==> config.mk <==
export PLATFORM = sky130hd
export DESIGN_NAME = stack_cpu_instruction_step_top
export DESIGN_NICKNAME = d
export VERILOG_FILES = /design/src/scpu_pkg.sv /design/src/stack_cpu_instruction_step_top.sv
export SDC_FILE = /design/constraint.sdc
export NUM_CORES = 1
export LEC_CHECK = 0
export BUFFER_PORTS_ARGS = -buffer_cell sky130_fd_sc_hd__buf_2
export CORE_MARGIN = 2
export CORE_UTILIZATION = 50
export DETAILED_ROUTE_END_ITERATION = 8
export HOLD_SLACK_MARGIN = 0.08
export PLACE_DENSITY = 0.7
export SLEW_MARGIN = 20
export SYNTH_ARGS = -nofsm -noshare
export SYNTH_HDL_FRONTEND = slang
export SYNTH_SLANG_ARGS = --single-unit
==> constraint.sdc <==
create_clock -name clk -period 11.2 [get_ports clk]
set_input_delay 1.12 -clock clk [delete_from_list [all_inputs] [get_ports clk]]
set_output_delay 1.12 -clock clk [all_outputs]
set_load 0.01 [all_outputs]
==> src/scpu_pkg.sv <==
// Package for the stack machine instruction step block.
// Holds request/response types, opcodes, fault codes and stack sizing.
// No dependencies.
package scpu_pkg;

	localparam int STACK_DEPTH = 16;
	localparam int DEPTH_W     = 5;

	localparam logic [15:0] PC_WRAP = 16'hFFFF;

	localparam logic [7:0] OP_PUSH   = 8'h01;
	localparam logic [7:0] OP_EMIT   = 8'h02;
	localparam logic [7:0] OP_WAIT   = 8'h03;
	localparam logic [7:0] OP_JMP    = 8'h04;
	localparam logic [7:0] OP_SUB    = 8'h07;
	localparam logic [7:0] OP_JMP_GT = 8'h08;
	localparam logic [7:0] OP_HALT   = 8'hFF;

	localparam logic [2:0] FAULT_NONE  = 3'd0;
	localparam logic [2:0] FAULT_PUSH  = 3'd1;
	localparam logic [2:0] FAULT_SET   = 3'd2;
	localparam logic [2:0] FAULT_SUB   = 3'd3;
	localparam logic [2:0] FAULT_TEST  = 3'd4;

	typedef struct packed {
		logic [7:0] opcode;
		logic [7:0] first_byte;
		logic [7:0] second_byte;
	} scpu_req_t;

	typedef struct packed {
		logic [15:0]        next_address;
		logic               io_valid;
		logic [7:0]         io_id;
		logic [15:0]        io_value;
		logic [2:0]         fault;
		logic [DEPTH_W-1:0] depth;
	} scpu_rsp_t;

endpackage

==> src/stack_cpu_instruction_step_top.sv <==
// Instruction step of a 16-bit stack machine: one request in, one response out.
// Holds program counter, stack depth and a shifting stack. Depends on scpu_pkg.
//
// One instruction per clock, sustained while the response side keeps up. A request
// lands in an input register, is executed from there against the program counter
// and the stack (top two entries read at fixed places of a shift stack) once the
// output register is free or being drained, and its response is held in that register.
// A new request is taken every cycle while the response side keeps up.
module stack_cpu_instruction_step_top (
	input  logic               clk,
	input  logic               arst_n,
	input  logic               in_valid,
	output logic               in_ready,
	input  scpu_pkg::scpu_req_t in_data,
	output logic               out_valid,
	input  logic               out_ready,
	output scpu_pkg::scpu_rsp_t out_data
);

	localparam int DW = scpu_pkg::DEPTH_W;
	localparam int SD = scpu_pkg::STACK_DEPTH;

	scpu_pkg::scpu_req_t req_s1;
	logic                req_valid_s1;
	scpu_pkg::scpu_rsp_t rsp_q;
	logic                out_valid_q;
	logic [15:0]         pc_q;
	logic [DW-1:0]       sp_q;
	logic [15:0]         stk_q [SD];

	logic                advance;
	logic [15:0]         pc_cur;
	logic [15:0]         pc_nxt;
	logic [15:0]         imm;
	logic [DW-1:0]       sp_nxt;
	logic [15:0]         stk_nxt [SD];
	logic                stack_full;
	scpu_pkg::scpu_rsp_t rsp_nxt;

	assign advance   = req_valid_s1 && (!out_valid_q || out_ready);
	assign in_ready  = !req_valid_s1 || advance;
	assign out_valid = out_valid_q;
	assign out_data  = rsp_q;

	assign imm        = {req_s1.first_byte, req_s1.second_byte};
	assign pc_cur     = (pc_q == scpu_pkg::PC_WRAP) ? 16'd0 : pc_q;
	assign stack_full = (sp_q == DW'(SD));

	always_comb begin
		pc_nxt  = pc_cur + 16'd1;
		sp_nxt  = sp_q;
		stk_nxt = stk_q;
		rsp_nxt = '0;
		case (req_s1.opcode)
			scpu_pkg::OP_PUSH: begin
				pc_nxt = pc_cur + 16'd3;
				if (stack_full) begin
					rsp_nxt.fault = scpu_pkg::FAULT_PUSH;
				end else begin
					for (int i = 1; i < SD; i++) begin
						stk_nxt[i] = stk_q[i-1];
					end
					sp_nxt = sp_q + DW'(1);
				end
				stk_nxt[0] = imm;
			end
			scpu_pkg::OP_EMIT: begin
				pc_nxt = pc_cur + 16'd2;
				rsp_nxt.io_valid = 1'b1;
				rsp_nxt.io_id    = req_s1.first_byte;
				if (sp_q != '0) begin
					rsp_nxt.io_value = stk_q[0];
					for (int i = 0; i < SD - 1; i++) begin
						stk_nxt[i] = stk_q[i+1];
					end
					sp_nxt = sp_q - DW'(1);
				end else begin
					rsp_nxt.fault = scpu_pkg::FAULT_SET;
				end
			end
			scpu_pkg::OP_JMP: begin
				pc_nxt = imm;
			end
			scpu_pkg::OP_SUB: begin
				if (sp_q >= DW'(2)) begin
					stk_nxt[0] = stk_q[1] - stk_q[0];
					for (int i = 1; i < SD - 1; i++) begin
						stk_nxt[i] = stk_q[i+1];
					end
					sp_nxt = sp_q - DW'(1);
				end else begin
					rsp_nxt.fault = scpu_pkg::FAULT_SUB;
				end
			end
			scpu_pkg::OP_JMP_GT: begin
				pc_nxt = pc_cur + 16'd3;
				if (sp_q != '0) begin
					if (stk_q[0] != 16'd0 && !stk_q[0][15]) begin
						pc_nxt = imm;
					end
					for (int i = 0; i < SD - 1; i++) begin
						stk_nxt[i] = stk_q[i+1];
					end
					sp_nxt = sp_q - DW'(1);
				end else begin
					rsp_nxt.fault = scpu_pkg::FAULT_TEST;
				end
			end
			scpu_pkg::OP_WAIT, scpu_pkg::OP_HALT: begin
				pc_nxt = pc_cur + 16'd1;
			end
			default: begin
				pc_nxt = pc_cur + 16'd1;
			end
		endcase
		rsp_nxt.next_address = (pc_nxt == scpu_pkg::PC_WRAP) ? 16'd0 : pc_nxt;
		rsp_nxt.depth        = sp_nxt;
	end

	always_ff @(posedge clk or negedge arst_n) begin
		if (!arst_n) begin
			req_valid_s1 <= 1'b0;
			out_valid_q  <= 1'b0;
			pc_q         <= '0;
			sp_q         <= '0;
		end else begin
			if (in_ready) begin
				req_valid_s1 <= in_valid;
			end
			if (advance) begin
				out_valid_q <= 1'b1;
				pc_q        <= pc_nxt;
				sp_q        <= sp_nxt;
			end else if (out_ready) begin
				out_valid_q <= 1'b0;
			end
		end
	end

	always_ff @(posedge clk) begin
		if (in_ready && in_valid) begin
			req_s1 <= in_data;
		end
		if (advance) begin
			rsp_q <= rsp_nxt;
			stk_q <= stk_nxt;
		end
	end

	a_depth_bound: assert property (@(posedge clk) disable iff (!arst_n)
		out_valid |-> (out_data.depth <= DW'(SD)))
		else $error("stack depth above capacity");

	a_push_full: assert property (@(posedge clk) disable iff (!arst_n)
		(out_valid && out_data.fault == scpu_pkg::FAULT_PUSH) |-> (out_data.depth == DW'(SD)))
		else $error("push overflow without full stack");

	a_io_fault: assert property (@(posedge clk) disable iff (!arst_n)
		(out_valid && out_data.io_valid) |->
		(out_data.fault == scpu_pkg::FAULT_NONE || out_data.fault == scpu_pkg::FAULT_SET))
		else $error("output write with unrelated fault");

	a_io_quiet: assert property (@(posedge clk) disable iff (!arst_n)
		(out_valid && !out_data.io_valid) |->
		(out_data.io_id == 8'd0 && out_data.io_value == 16'd0))
		else $error("output write fields set without write");

	a_addr_wrap: assert property (@(posedge clk) disable iff (!arst_n)
		out_valid |-> (out_data.next_address != scpu_pkg::PC_WRAP))
		else $error("next address not wrapped");

endmodule
# ---- Yosys cells after proc, flatten, opt, wreduce, memory -nomap -nowiden
# Index checks and enable logic that the tools add are counted.
dict set report word_totals {
  regBits 352
  latch_bits 0
  mem_bits_rw 0
  romBits 0
  inputBits 28
  out_inout_bits 51
  elab_cells 86
  n_memories 0
}
dict set report classes {
  addsub 6
  mul 0
  div 0
  n_lt_le_gt_ge 1
  n_eq_ne 11
  n_shift 0
  mux 21
  bitwise 1
  n_reduce_logical 17
}
# op n
set op_table {}
lappend op_table {{$mux W240} 3}
lappend op_table {{$pmux W240 S3} 1}
lappend op_table {{$mux W16} 4}
lappend op_table {{$pmux W16 S4} 1}
lappend op_table {{$add A16 B2 Y16 const B} 2}
lappend op_table {{$eq A16 B16 Y1 const B} 2}
lappend op_table {{$mux W25} 1}
lappend op_table {{$add A16 B1 Y16 const B} 1}
lappend op_table {{$eq A8 B3 Y1 const B} 2}
lappend op_table {{$reduce_bool A16 Y1} 1}
lappend op_table {{$sub A16 B16 Y16} 1}
lappend op_table {{$mux W5} 3}
lappend op_table {{$pmux W5 S3} 1}
lappend op_table {{$pmux W3 S4} 1}
lappend op_table {{$eq A8 B1 Y1 const B} 1}
lappend op_table {{$eq A8 B2 Y1 const B} 1}
lappend op_table {{$eq A8 B4 Y1 const B} 1}
lappend op_table {{$add A5 B1 Y5 const B} 1}
lappend op_table {{$eq A5 B5 Y1 const B} 1}
lappend op_table {{$ge A5 B2 Y1 const B} 1}
lappend op_table {{$reduce_and A5 Y1} 1}
lappend op_table {{$reduce_bool A5 Y1} 1}
lappend op_table {{$sub A5 B1 Y5 const B} 1}
lappend op_table {{$mux W2} 2}
lappend op_table {{14 further kinds} 22}

# ---- Depth between registers and ports, before layout
# Gate-level depths: netlist of the first run.
dict set report logic_depth {
  ltp_word 7
  depth_mapped 17
  depth_no_buf 14
}

# ---- Least setup slack after synthesis of the first run
# No wires, ideal clock.
dict set report synth_timing {
  path_type {input port to flip-flop}
  startpoint {input out_ready}
  endpoint {register stk_q[100] (netlist name) (enable)}
  setup_ns 0.816
  arrival_time_ns 11.629
  setup_slack_ns -1.245
  cell_stages 5
  path_buffers 0
  path_cell_list {nand2b_1 nand2_1 clkinv_1 nand2_1 nor2_1}
}
dict set report synth_via {
  elab_chain_len 3
}
# element line
set synth_rtl {}
lappend synth_rtl {{start: declaration} stack_cpu_instruction_step_top.sv:16} ;# input logic out_ready,
lappend synth_rtl {{$logic_or A1 B1 Y1} stack_cpu_instruction_step_top.sv:40} ;# assign advance = req_valid_s1 && (!out_valid_q || out_ready);
lappend synth_rtl {{$logic_and A1 B1 Y1} stack_cpu_instruction_step_top.sv:40}
lappend synth_rtl {{via advance} stack_cpu_instruction_step_top.sv:31} ;# logic advance;
lappend synth_rtl {{$reduce_and A5 Y1 (no line)} -}
lappend synth_rtl {{end signal: assignment} stack_cpu_instruction_step_top.sv:146} ;# stk_q <= stk_nxt;
lappend synth_rtl {{end: declaration} stack_cpu_instruction_step_top.sv:29} ;# logic [15:0] stk_q [SD];
# The timed path passes the listed nets, and every way through them passes these cells.
# A chain may end at the register's enable or synchronous reset.

# ---- Final worst setup path of the first run
dict set report layout_timing {
  startpoint {register req_s1[19] (netlist name)}
  endpoint {register rsp_q, in the netlist out_data[40] (data pin)}
}
dict set report layout_via {
  elab_chain_len 3
}
# element line
set layout_rtl {}
lappend layout_rtl {{start: declaration} stack_cpu_instruction_step_top.sv:23} ;# scpu_pkg::scpu_req_t req_s1;
lappend layout_rtl {{start signal: assignment} stack_cpu_instruction_step_top.sv:142} ;# req_s1 <= in_data;
lappend layout_rtl {{$eq A8 B4 Y1 (tied with other cells)} stack_cpu_instruction_step_top.sv:54} ;# case (req_s1.opcode)
lappend layout_rtl {{$pmux W16 S4 (*)} stack_cpu_instruction_step_top.sv:54}
lappend layout_rtl {{$eq A16 B16 Y1} stack_cpu_instruction_step_top.sv:116} ;# rsp_nxt.next_address = (pc_nxt == scpu_pkg::PC_WRAP) ? 16'd0 : pc_nxt;
lappend layout_rtl {{end signal: assignment} stack_cpu_instruction_step_top.sv:145} ;# rsp_q <= rsp_nxt;
lappend layout_rtl {{end: declaration} stack_cpu_instruction_step_top.sv:25} ;# scpu_pkg::scpu_rsp_t rsp_q;
# Mark *: on every way between the ends. The rest lies on a longest branch, timed or not.

==> summary.md, run 1 <==
| Metric | Value |
|---|---|
| Status | finished clean |
| Top cells by count, synth | nand2_1 (498), edfxtp_1 (329), nand3_1 (244) |
| LEAKAGE | 7.294 nW |
| Most frequent cell after synthesis | nand2_1 |
| Finished Layout Cells | 2,137 |
| Sequential share of the synthesized area | 0.6180 |
| GP Congestion | 0.9063 |
| Yosys cell types | 78 |
| Clock transition at the registers of the reported paths | 0.06 ns |
| Sink Count | 352 |
| Fmax | 0.2118 GHz |
| IR Drop Worst-Case VDD | 0.0001141 V |
| CTS tree | done |
| # setup viols final | 0 |
| Worst EP arrival | 4.98 ns |
| Routed len/inst | 18.39 µm |
| Data required time of the critical path | 11.46 ns |
| # H-tree levels | 2 |
| Largest net degree at the start of global routing | 241 |
| Core area | 33,450 µm² |
| Synth top area share | 0.5840 |
| Hold buffers post-CTS | 0 |
| First drt pass iteration count | 6 |
| Worst hold slack | 0.4487 ns |
| Critical path class | register to register |
| Synth Net Count | 1,687 |
| Nets | 1,710 |
| Global Route Usage Sum | 0.2227 |
| RSZ-0062 raised after global routing | false |
| Vias per inst | 5.814 |
| Synth async-reset ratio | 0.06534 |
| DP HPWL | 24.36 mm |
| Setup skew after layout | 0.02335 ns |
| Initial antenna violation count | 1 |
| Vias post-DR | 12,420 |
| Dpl cells | 2,070 |
| First DRT Iteration DRCs | 1,700 |
| Worst-margin pin slew | 1.278 ns |
| Hold WC Path Type | register to register |
| Die X | 187.9 µm |
| Root Buffer | clkbuf_16 |
| Number of global-route vias before repair | 11,590 |
| Full die area | 35,320 µm² |
| Yosys top cell by area | edfxtp_1 |
| Die Y | 187.9 µm |
| Row count | 67 |
| Avg Synthesized Cell Area | 10.33 µm² |
| TritonCTS Buffers | 37 |
| Post-synth EDFFs | 329 |
| Post_cts resized | 0 |
| Ranking of synthesized cells by area | edfxtp_1 (58%), nand2_1 (11%), nand3_1 (7.2%) |
| Sequential cell area | 10,460 µm² |
| Synthesized cell area | 16,920 µm² |
| Yosys reg bits | 352 |
| Post-Synthesis Cells | 1,638 |
| First-pass GRT wire length | 63.31 mm |
| Initial core utilization | 0.5058 |
| Minimum clock period | 4.722 ns |
| CP Capture Type | register |
| Multi-input logic area | 5939 µm² |
| Antenna Nets Post-Route | 0 |
| Primary FF master, synth | edfxtp_1 |
| Area Overhead vs Synth | 11.06% |
| Total inserted antenna cells | 0 |
| Gr ovfl total | 0 |
| Deepest clock path buffer count | 3 |
| Clk Latency, worst-skew pair | 0.55 ns |
| Endpoints failing hold | 0 |
| Yosys Warn Count | 0 |
| Headroom to the max-slew limit | 0.1479 |
| Tcrit/Tclk final | 0.4216 |
| Share of cells above drive strength 1 | 0.1060 |
| Startpoint types | register |
| IO Count | 79 |
| Pwr dens | 162.7 nW/µm² |
| Maxcap violations | 0 |
| Post-CTS Setup Bufs | 0 |
| Worst Path Max Fanout | 19 |
| Max Slew Vio Count | 0 |
| Residual DRC count | 0 |
| Fillers | 2,905 |
| Total power | 3.057 mW |
| WL final | 39.29 mm |
| Setup tns final | 0 ns |
| Port Buf Inserts | 78 |
## report_power, final
group / internal, mW / total (mW) / leakage, nW / switching [mW]
registers: 1.49 / 1.58 / 3.32 / 0.0876
clock network: 0.684 / 1.20 / 0.572 / 0.514
logic: 0.110 / 0.281 / 3.40 / 0.171
total: 2.28 / 3.06 / 7.29 / 0.773
## metrics by stage
| stage | util | instance area (µm²) | worst slack [ns] |
|---|---|---|---|
| floorplan | - | 16920 | 2.557 |
| global placement | 0.5262 | 17600 | 6.570 |
| detailed placement | 0.5264 | 17610 | 6.523 |
| CTS | 0.5615 | 18780 | 6.526 |
| global route | 0.5617 | 18790 | 6.161 |
| finish | 0.5617 | 18790 | 6.478 |
## sequential cells by signal (all words and copies together) (netlist names)
register and flops:
req_s1 8, pc_q 16, stk_q 256, sp_q 5, imm 16, out_data 49, req_valid_s1 1, out_valid 1
## worst max-delay path: stages (launching register included)
cell	delay (ns)
edfxtp_1	0.55
or2_1	0.32
nor3b_1	0.43
nand2_2	0.38
inv_1	0.55
nand2_1	0.37
o22ai_1	0.26
a211oi_1	0.13
or4_1	0.60
nor4_4	0.76
nor2_1	0.09
## kinds of logic (layout without fill, tap and decap cells)
| kind of cell | after synthesis | after routing | share of synthesized area |
|---|---|---|---|
| buffers and inverters | 141 | 192 | 0.03446 |
| flip-flops | 352 | 352 | 0.6180 |
| XOR/XNOR | 37 | 37 | 0.01916 |
| AO/OA/AOI/OAI | 156 | 156 | 0.06294 |
| multiplexers | 6 | 6 | 0.003772 |
| adder cells (fa/ha/maj) | 21 | 21 | 0.01598 |
| AND/OR/NAND/NOR | 925 | 925 | 0.2457 |
## area by class of cell
class                      count  area share
sequential                   352      0.5564
multi-input combinational   1145      0.3161
clock buffer                  44     0.05068
timing repair buffer          98     0.02983
tap                          448     0.02983
clock inverter                23     0.01172
inverter                      27    0.005394
## cell usage in the layout (no fill, tap or decap), types with 19 or more instances in the layout
cell type | netlist | layout
nor3_1 | 31 | 31
buf_2 | 9 | 78
nand3_1 | 244 | 243
clkbuf_16 | 0 | 37
edfxtp_1 | 329 | 329
inv_1 | 26 | 26
nand2_1 | 498 | 498
dfrtp_1 | 23 | 23
o21ai_0 | 47 | 47
nor2_1 | 61 | 59
xor2_1 | 19 | 19
ha_1 | 20 | 20
## path summary, 6_finish.rpt
path | startpoint | end | slack, ns | cells past startpoint
setup / recovery | req_s1[19] | out_data[40] | 6.48 | 10
hold / removal | stk_q[21] | stk_q[5] | 0.45 | 0
setup reg to reg | req_s1[19] | out_data[40] | 6.48 | 10
hold reg to reg | stk_q[21] | stk_q[5] | 0.45 | 0
max in group asynchronous | arst_n | out_valid | 10.18 | 1
min in group asynchronous | arst_n | pc_q[0] | 0.59 | 1
## layer usage
metal | vias to the layer above | part of all wire | GRT usage | routed length, µm
li1 | 5884 | - | - | -
met1 | 6067 | 0.47 | 0.3456 | 18620
met2 | 411 | 0.44 | 0.3251 | 17410
met3 | 62 | 0.061 | 0.03462 | 2409
met4 | 0 | 0.022 | 0.06178 | 849
met5 | - | 0 | 0 | 0
(Power assumes the default switching activity.)
==> run 2, diff against run 1 <==
- clock period: 11.2 -> 4.2 ns (I/O delays scaled with it)
==> run 2 against run 1 <==
- total power grew to 2.7 times the previous value
- register-to-register slack lost 6.2 ns
- global-route usage grew 1.2 points
- critical path depth grew 3
- sequential share of layout area shrank 1.5 points
- final area grew 2.9%
- clock power grew to 2.5 times the previous value
- setup slack lost 6.2 ns
- routed wire length grew 6.9%
- non-clock buffer count grew 59
- first-iteration DRC count shrank 12%
- largest power group unchanged
==> summary.md, run 2 (synthesis gave the netlist of run 1 again) <==
| Metric | Value |
|---|---|
| Status | finished clean |
| Clk Latency, worst-skew pair | 0.53 ns (-0.02 ns) |
| Largest registers | stk_q x256, out_data x49 |
| Headroom to the max-slew limit | 0.3406 (+0.1926) |
| TritonCTS Buffers | 37 (unchanged) |
| Vias post-DR | 12,800 (+3.0%) |
| First drt pass iteration count | 5 (-1) |
| First-pass GRT wire length | 66.37 mm (+4.8%) |
| Worst EP arrival | 4.20 ns (-0.78 ns) |
| Internal reg-to-reg setup slack | 0.27 ns (-6.21 ns) |
| CP Capture Type | register |
| Die Y | 187.9 µm (unchanged) |
| Clock transition at the registers of the reported paths | 0.06 ns (about the same) |
| Root Buffer | clkbuf_16 |
| Pwr dens | 422.1 nW/µm² (+160%) |
| Pre-CTS setup slack | 0.3422 ns (-6.181 ns) |
| Largest register FFs | 256 (unchanged) |
| # H-tree levels | 2 (unchanged) |
| Post_cts resized | 0 (unchanged) |
| Number of global-route vias before repair | 12,040 (+3.9%) |
| Reg2reg start | pc_q[8] |
| Routed len/inst | 19.10 µm (+3.9%) |
| Maxcap violations | 0 (unchanged) |
| Finished Layout Cells | 2,198 (+2.9%) |
| Setup ws final | 0.2719 ns (-6.206 ns) |
| Residual DRC count | 0 (unchanged) |
| Endpoints failing hold | 0 (unchanged) |
| Setup tns final | 0 ns (unchanged) |
| GP Congestion | 0.9422 (+4.0%) |
| Deepest clock path buffer count | 3 (unchanged) |
| Area Overhead vs Synth | 14.24% |
| Dpl cells | 2,102 (+1.5%) |
| Setup skew after layout | 0.01645 ns (-0.006902 ns) |
| Die X | 187.9 µm (unchanged) |
| Vias per inst | 5.821 (+0.13%) |
| Sink Count | 352 (unchanged) |
| Max Slew Vio Count | 0 (unchanged) |
| IO Count | 79 (unchanged) |
| Min-delay src | out_ready |
| Hold buffers post-CTS | 26 (+26) |
| Nets | 1,769 (+3.5%) |
| Post-CTS Setup Bufs | 0 (unchanged) |
| RSZ-0062 raised after global routing | false |
| Fmax | 0.2546 GHz (+20%) |
| R2r worst-path depth | 13 (+3) |
| WL final | 41.99 mm (+6.9%) |
| Port Buf Inserts | 78 (unchanged) |
| Worst Path Max Fanout | 12 (-7) |
| First DRT Iteration DRCs | 1,490 (-12%) |
| Hold WC Path Type | input pin to register |
| Row count | 67 (unchanged) |
| Critical path class | register to register |
| Worst hold stages | 3 (+3) |
| Full die area | 35,320 µm² (unchanged) |
| Largest net degree at the start of global routing | 225 (-6.6%) |
| DP HPWL | 26.13 mm (+7.3%) |
| Tcrit/Tclk final | 0.9353 (+0.5136) |
| Fillers | 2,832 (-2.5%) |
| CTS tree | done |
| Largest Register | stk_q |
| Hold EP | req_valid_s1 |
| Gr ovfl total | 0 (unchanged) |
| Share of cells above drive strength 1 | 0.1197 (+0.01372) |
| Most frequent cells in the layout | nand2_1 (497), edfxtp_1 (329), nand3_1 (243), buf_2 (78), nor2_1 (59) |
| Antenna Nets Post-Route | 0 (unchanged) |
| Worst r2r dst | out_data[48] |
| Minimum clock period | 3.928 ns (-0.7940 ns) |
| Worst-margin pin slew | 0.9892 ns (-0.2890 ns) |
| IR Drop Worst-Case VDD | 0.0002551 V (+120%) |
| Util after Layout | 0.5778 (+0.01605) |
| Initial antenna violation count | 2 (+1) |
| Data required time of the critical path | 4.47 ns (-6.99 ns) |
| Global Route Usage Sum | 0.2345 (+0.01182) |
| Core area | 33,450 µm² (unchanged) |
| Worst hold slack | 0.2181 ns (-0.2306 ns) |
| Startpoint types | register |
| Initial core utilization | 0.5058 (unchanged) |
| # setup viols final | 0 (unchanged) |
| Commonest non-fill, non-tap cell in the layout | nand2_1 |
| LEAKAGE | 7.552 nW (+3.5%) |
-- run 2: where the power goes --
part	switching, mW	total, mW	internal (mW)	leakage, nW
Sequential	0.123	4.10	3.98	3.32
Combinational	0.632	1.03	0.394	3.70
Clock	1.33	3.03	1.70	0.529
-- run 2: worst max-delay path by stage --
stage,startpoint,end,slack [ns],cells past startpoint
2_1_floorplan,req_s1[22],stk_q[100],-1.11,6
3_3_place_gp,pc_q[8],out_data[36],0.36,13
3_5_place_dp,pc_q[8],out_data[36],0.34,13
4_1_cts,pc_q[8],out_data[48],0.32,13
5_1_grt,pc_q[8],out_data[36],0.09,13
6_report,pc_q[8],out_data[48],0.27,13
-- run 2: area by class of cell --
class / count / area (µm²) / share of cell area
well taps: 448 / 560.5 / 0.02900
flip-flops and latches: 352 / 10460 / 0.5410
clock inverters: 14 / 113.9 / 0.005891
repair buffers: 157 / 1131 / 0.05853
diodes: 4 / 10.01 / 0.0005179
inverters: 27 / 102.6 / 0.005309
multi-input cells: 1145 / 5974 / 0.3091
clock buffers: 51 / 978.4 / 0.05063
-- run 2: metrics by stage --
| step | power [mW] | instance area, µm² |
|---|---|---|
| 2_1_floorplan | 4.722 | 16990 |
| 3_3_place_gp | 5.138 | 17950 |
| 3_5_place_dp | 5.149 | 17950 |
| 4_1_cts | 8.200 | 19300 |
| 5_1_grt | 8.441 | 19320 |
| 6_report | 8.158 | 19330 |
-- run 2: worst max-delay path, stage by stage, from the launching register on --
cell      delay [ns]
dfrtp_1         0.59
nand4_4         0.21
or4_4           0.59
and2_1          0.18
ha_1            0.21
a22o_1          0.26
nand4_1         0.17
o21ai_1         0.08
a31oi_1         0.19
a221oi_1        0.11
or4_1           0.60
nor4_4          0.25
buf_4           0.19
nor2_1          0.05
-- run 2: per-layer routing --
metal  up-vias  GRT usage  routed length, µm
li1       6002          -                  -
met1      6237     0.3440              18830
met2       469     0.3540              18980
met3        85    0.04735               3046
met4         2    0.07056               1113
met5         -          0                 13
==> run 3, diff against run 2 <==
- PLACE_DENSITY: 0.7 -> 0.67
- clock period: 4.2 -> 3.7 ns (I/O delays scaled with it)
==> run 3 against run 2 <==
- final cell count increased by 1.3%
- utilization increased by 1.3 points
- via count decreased by 0.34%
- final area increased by 2.3%
==> summary.md, run 3 (synthesis gave the netlist of run 1 again) <==
| Metric | Value |
|---|---|
| TritonCTS Buffers | 39 (+5.4%) |
| Number of global-route vias before repair | 12,300 (+2.2%) |
| CP Capture Type | register |
| Area Overhead vs Synth | 16.88% |
| Worst-margin pin slew | 1.194 ns (+0.2050 ns) |
| Row count | 67 (unchanged) |
| Total power | 9.697 mW (+19%) |
| IO Count | 79 (unchanged) |
| Full die area | 35,320 µm² (unchanged) |
| Die Y | 187.9 µm (unchanged) |
| First-pass GRT wire length | 66.38 mm (about the same) |
| Startpoint types | register |
| Data required time of the critical path | 3.99 ns (-0.48 ns) |
| Fillers | 2,813 (-0.67%) |
| First drt pass iteration count | 5 (unchanged) |
| Minimum clock period | 3.656 ns (-0.2718 ns) |
| Total inserted antenna cells | 0 (-4) |
| DP HPWL | 26.38 mm (+0.95%) |
| Setup ws final | 0.04366 ns (-0.2282 ns) |
| Vias per inst | 5.726 (-1.6%) |
| LEAKAGE | 7.806 nW (+3.4%) |
| # setup viols final | 0 (unchanged) |
| Most frequent cells in the layout | nand2_1 (496), edfxtp_1 (329), nand3_1 (243), buf_2 (79), buf_4 (74) |
| Endpoints failing hold | 0 (unchanged) |
| Critical path class | register to register |
| Initial antenna violation count | 4 (+2) |
| RSZ-0062 raised after global routing | true |
| WL final | 42.11 mm (+0.29%) |
| Pwr dens | 490.4 nW/µm² (+16%) |
| Worst Path Max Fanout | 7 (-5) |
| GP Congestion | 0.8815 (-6.4%) |
| Pre-CTS setup slack | 0.09305 ns (-0.2492 ns) |
| Sink Count | 352 (unchanged) |
| Global Route Usage Sum | 0.2359 (+0.001352) |
| Largest Register | stk_q |
| # H-tree levels | 2 (unchanged) |
| Worst EP arrival | 3.94 ns (-0.26 ns) |
| Multi-input logic area | 6040 µm² (+1.1%) |
| Largest registers | stk_q x256, out_data x49 |
| Sequential cell area | 10,460 µm² (unchanged) |
| Clk Latency, worst-skew pair | 0.55 ns (+0.02 ns) |
| Status | finished clean |
| Antenna Nets Post-Route | 0 (unchanged) |
| Gr ovfl total | 0 (unchanged) |
| Nets | 1,800 (+1.8%) |
| CTS tree | done |
| First DRT Iteration DRCs | 1,352 (-9.3%) |
| Share of cells above drive strength 1 | 0.1461 (+0.02645) |
| Deepest clock path buffer count | 3 (unchanged) |
| Commonest non-fill, non-tap cell in the layout | nand2_1 |
| Maxcap violations | 0 (unchanged) |
| Largest register FFs | 256 (unchanged) |
| Residual DRC count | 0 (unchanged) |
| Initial core utilization | 0.5058 (unchanged) |
| Routed len/inst | 18.91 µm (-1.0%) |
| Tcrit/Tclk final | 0.9882 (+0.05294) |
| Clock transition at the registers of the reported paths | 0.06 ns (about the same) |
| Vias post-DR | 12,750 (-0.34%) |
| Max Slew Vio Count | 0 (unchanged) |
| Core area | 33,450 µm² (unchanged) |
| Fmax | 0.2735 GHz (+7.4%) |
| Setup skew after layout | 0.02865 ns (+0.01220 ns) |
| Port Buf Inserts | 78 (unchanged) |
| Root Buffer | clkbuf_16 |
| Headroom to the max-slew limit | 0.2039 (-0.1367) |
| Internal reg-to-reg setup slack | 0.04 ns (-0.23 ns) |
| Die X | 187.9 µm (unchanged) |
| IR Drop Worst-Case VDD | 0.0004314 V (+69%) |
| Largest net degree at the start of global routing | 241 (+7.1%) |
| Hold WC Path Type | input pin to register |
run 3: routing by layer:
layer / track usage / routed length, µm / vias up
met5: 0 / 25 / -
met4: 0.1002 / 1575 / 4
met3: 0.03893 / 2338 / 104
met2: 0.3728 / 19550 / 389
met1: 0.3250 / 18630 / 6186
li1: - / - / 6069
run 3: power by group:
part / switching [mW] / total (mW) / internal (mW)
Clock: 1.54 / 3.84 / 2.30
Sequential: 0.113 / 4.63 / 4.51
Combinational: 0.740 / 1.23 / 0.493
run 3: final timing paths:
check                      startpoint      endpoint  cells past startpoint
setup reg to reg              pc_q[1]  out_data[37]                     14
min in group asynchronous      arst_n       sp_q[4]                      2
hold reg to reg             stk_q[24]      stk_q[8]                      0
setup / recovery              pc_q[1]  out_data[37]                     14
max in group asynchronous      arst_n      pc_q[12]                      2
hold / removal              out_ready     out_valid                      3
run 3: final cells by class:
cell class | instances | share of cell area
clock buffers | 54 | 0.05581
clock inverters | 15 | 0.008543
inverters | 27 | 0.005189
multi-input cells | 1145 | 0.3054
flip-flops and latches | 352 | 0.5288
well taps | 448 | 0.02835
repair buffers | 186 | 0.06790
run 3: what timing repair did:
| action | CTS | global route |
|---|---|---|
| gates resized for setup | 0 | 7 |
| hold buffers | 26 | 0 |
| setup buffers | 0 | 5 |
| endpoints found under the setup margin | 0 | 17 |
| endpoints found under the hold margin | 48 | 0 |
run 3: critical path, stage by stage (launching register included):
cell and delay, ns:
dfrtp_1 0.35, ha_1 0.15, nand4_1 0.20, or4_4 0.60, nand2_4 0.10, ha_4 0.13
nand4_1 0.14, a21oi_2 0.19, nand3_1 0.10, xor2_1 0.15, o221a_2 0.28, or4_4 0.54
nor4_4 0.21, buf_4 0.21, nor2_1 0.05
run 3: stage by stage:
step,util,cells,hold WS (ns),setup TNS (ns),cell area [µm²]
after floorplan,-,1638,0.07441,-361.63,17040
after global placement,0.5428,2126,0.4115,0,18150
after detailed placement,0.5428,2126,0.4224,0,18150
after CTS,0.5886,2221,0.1114,0,19690
after global routing,0.5911,2227,0.1200,-0.8760,19770
final,0.5911,2227,0.1263,0,19770
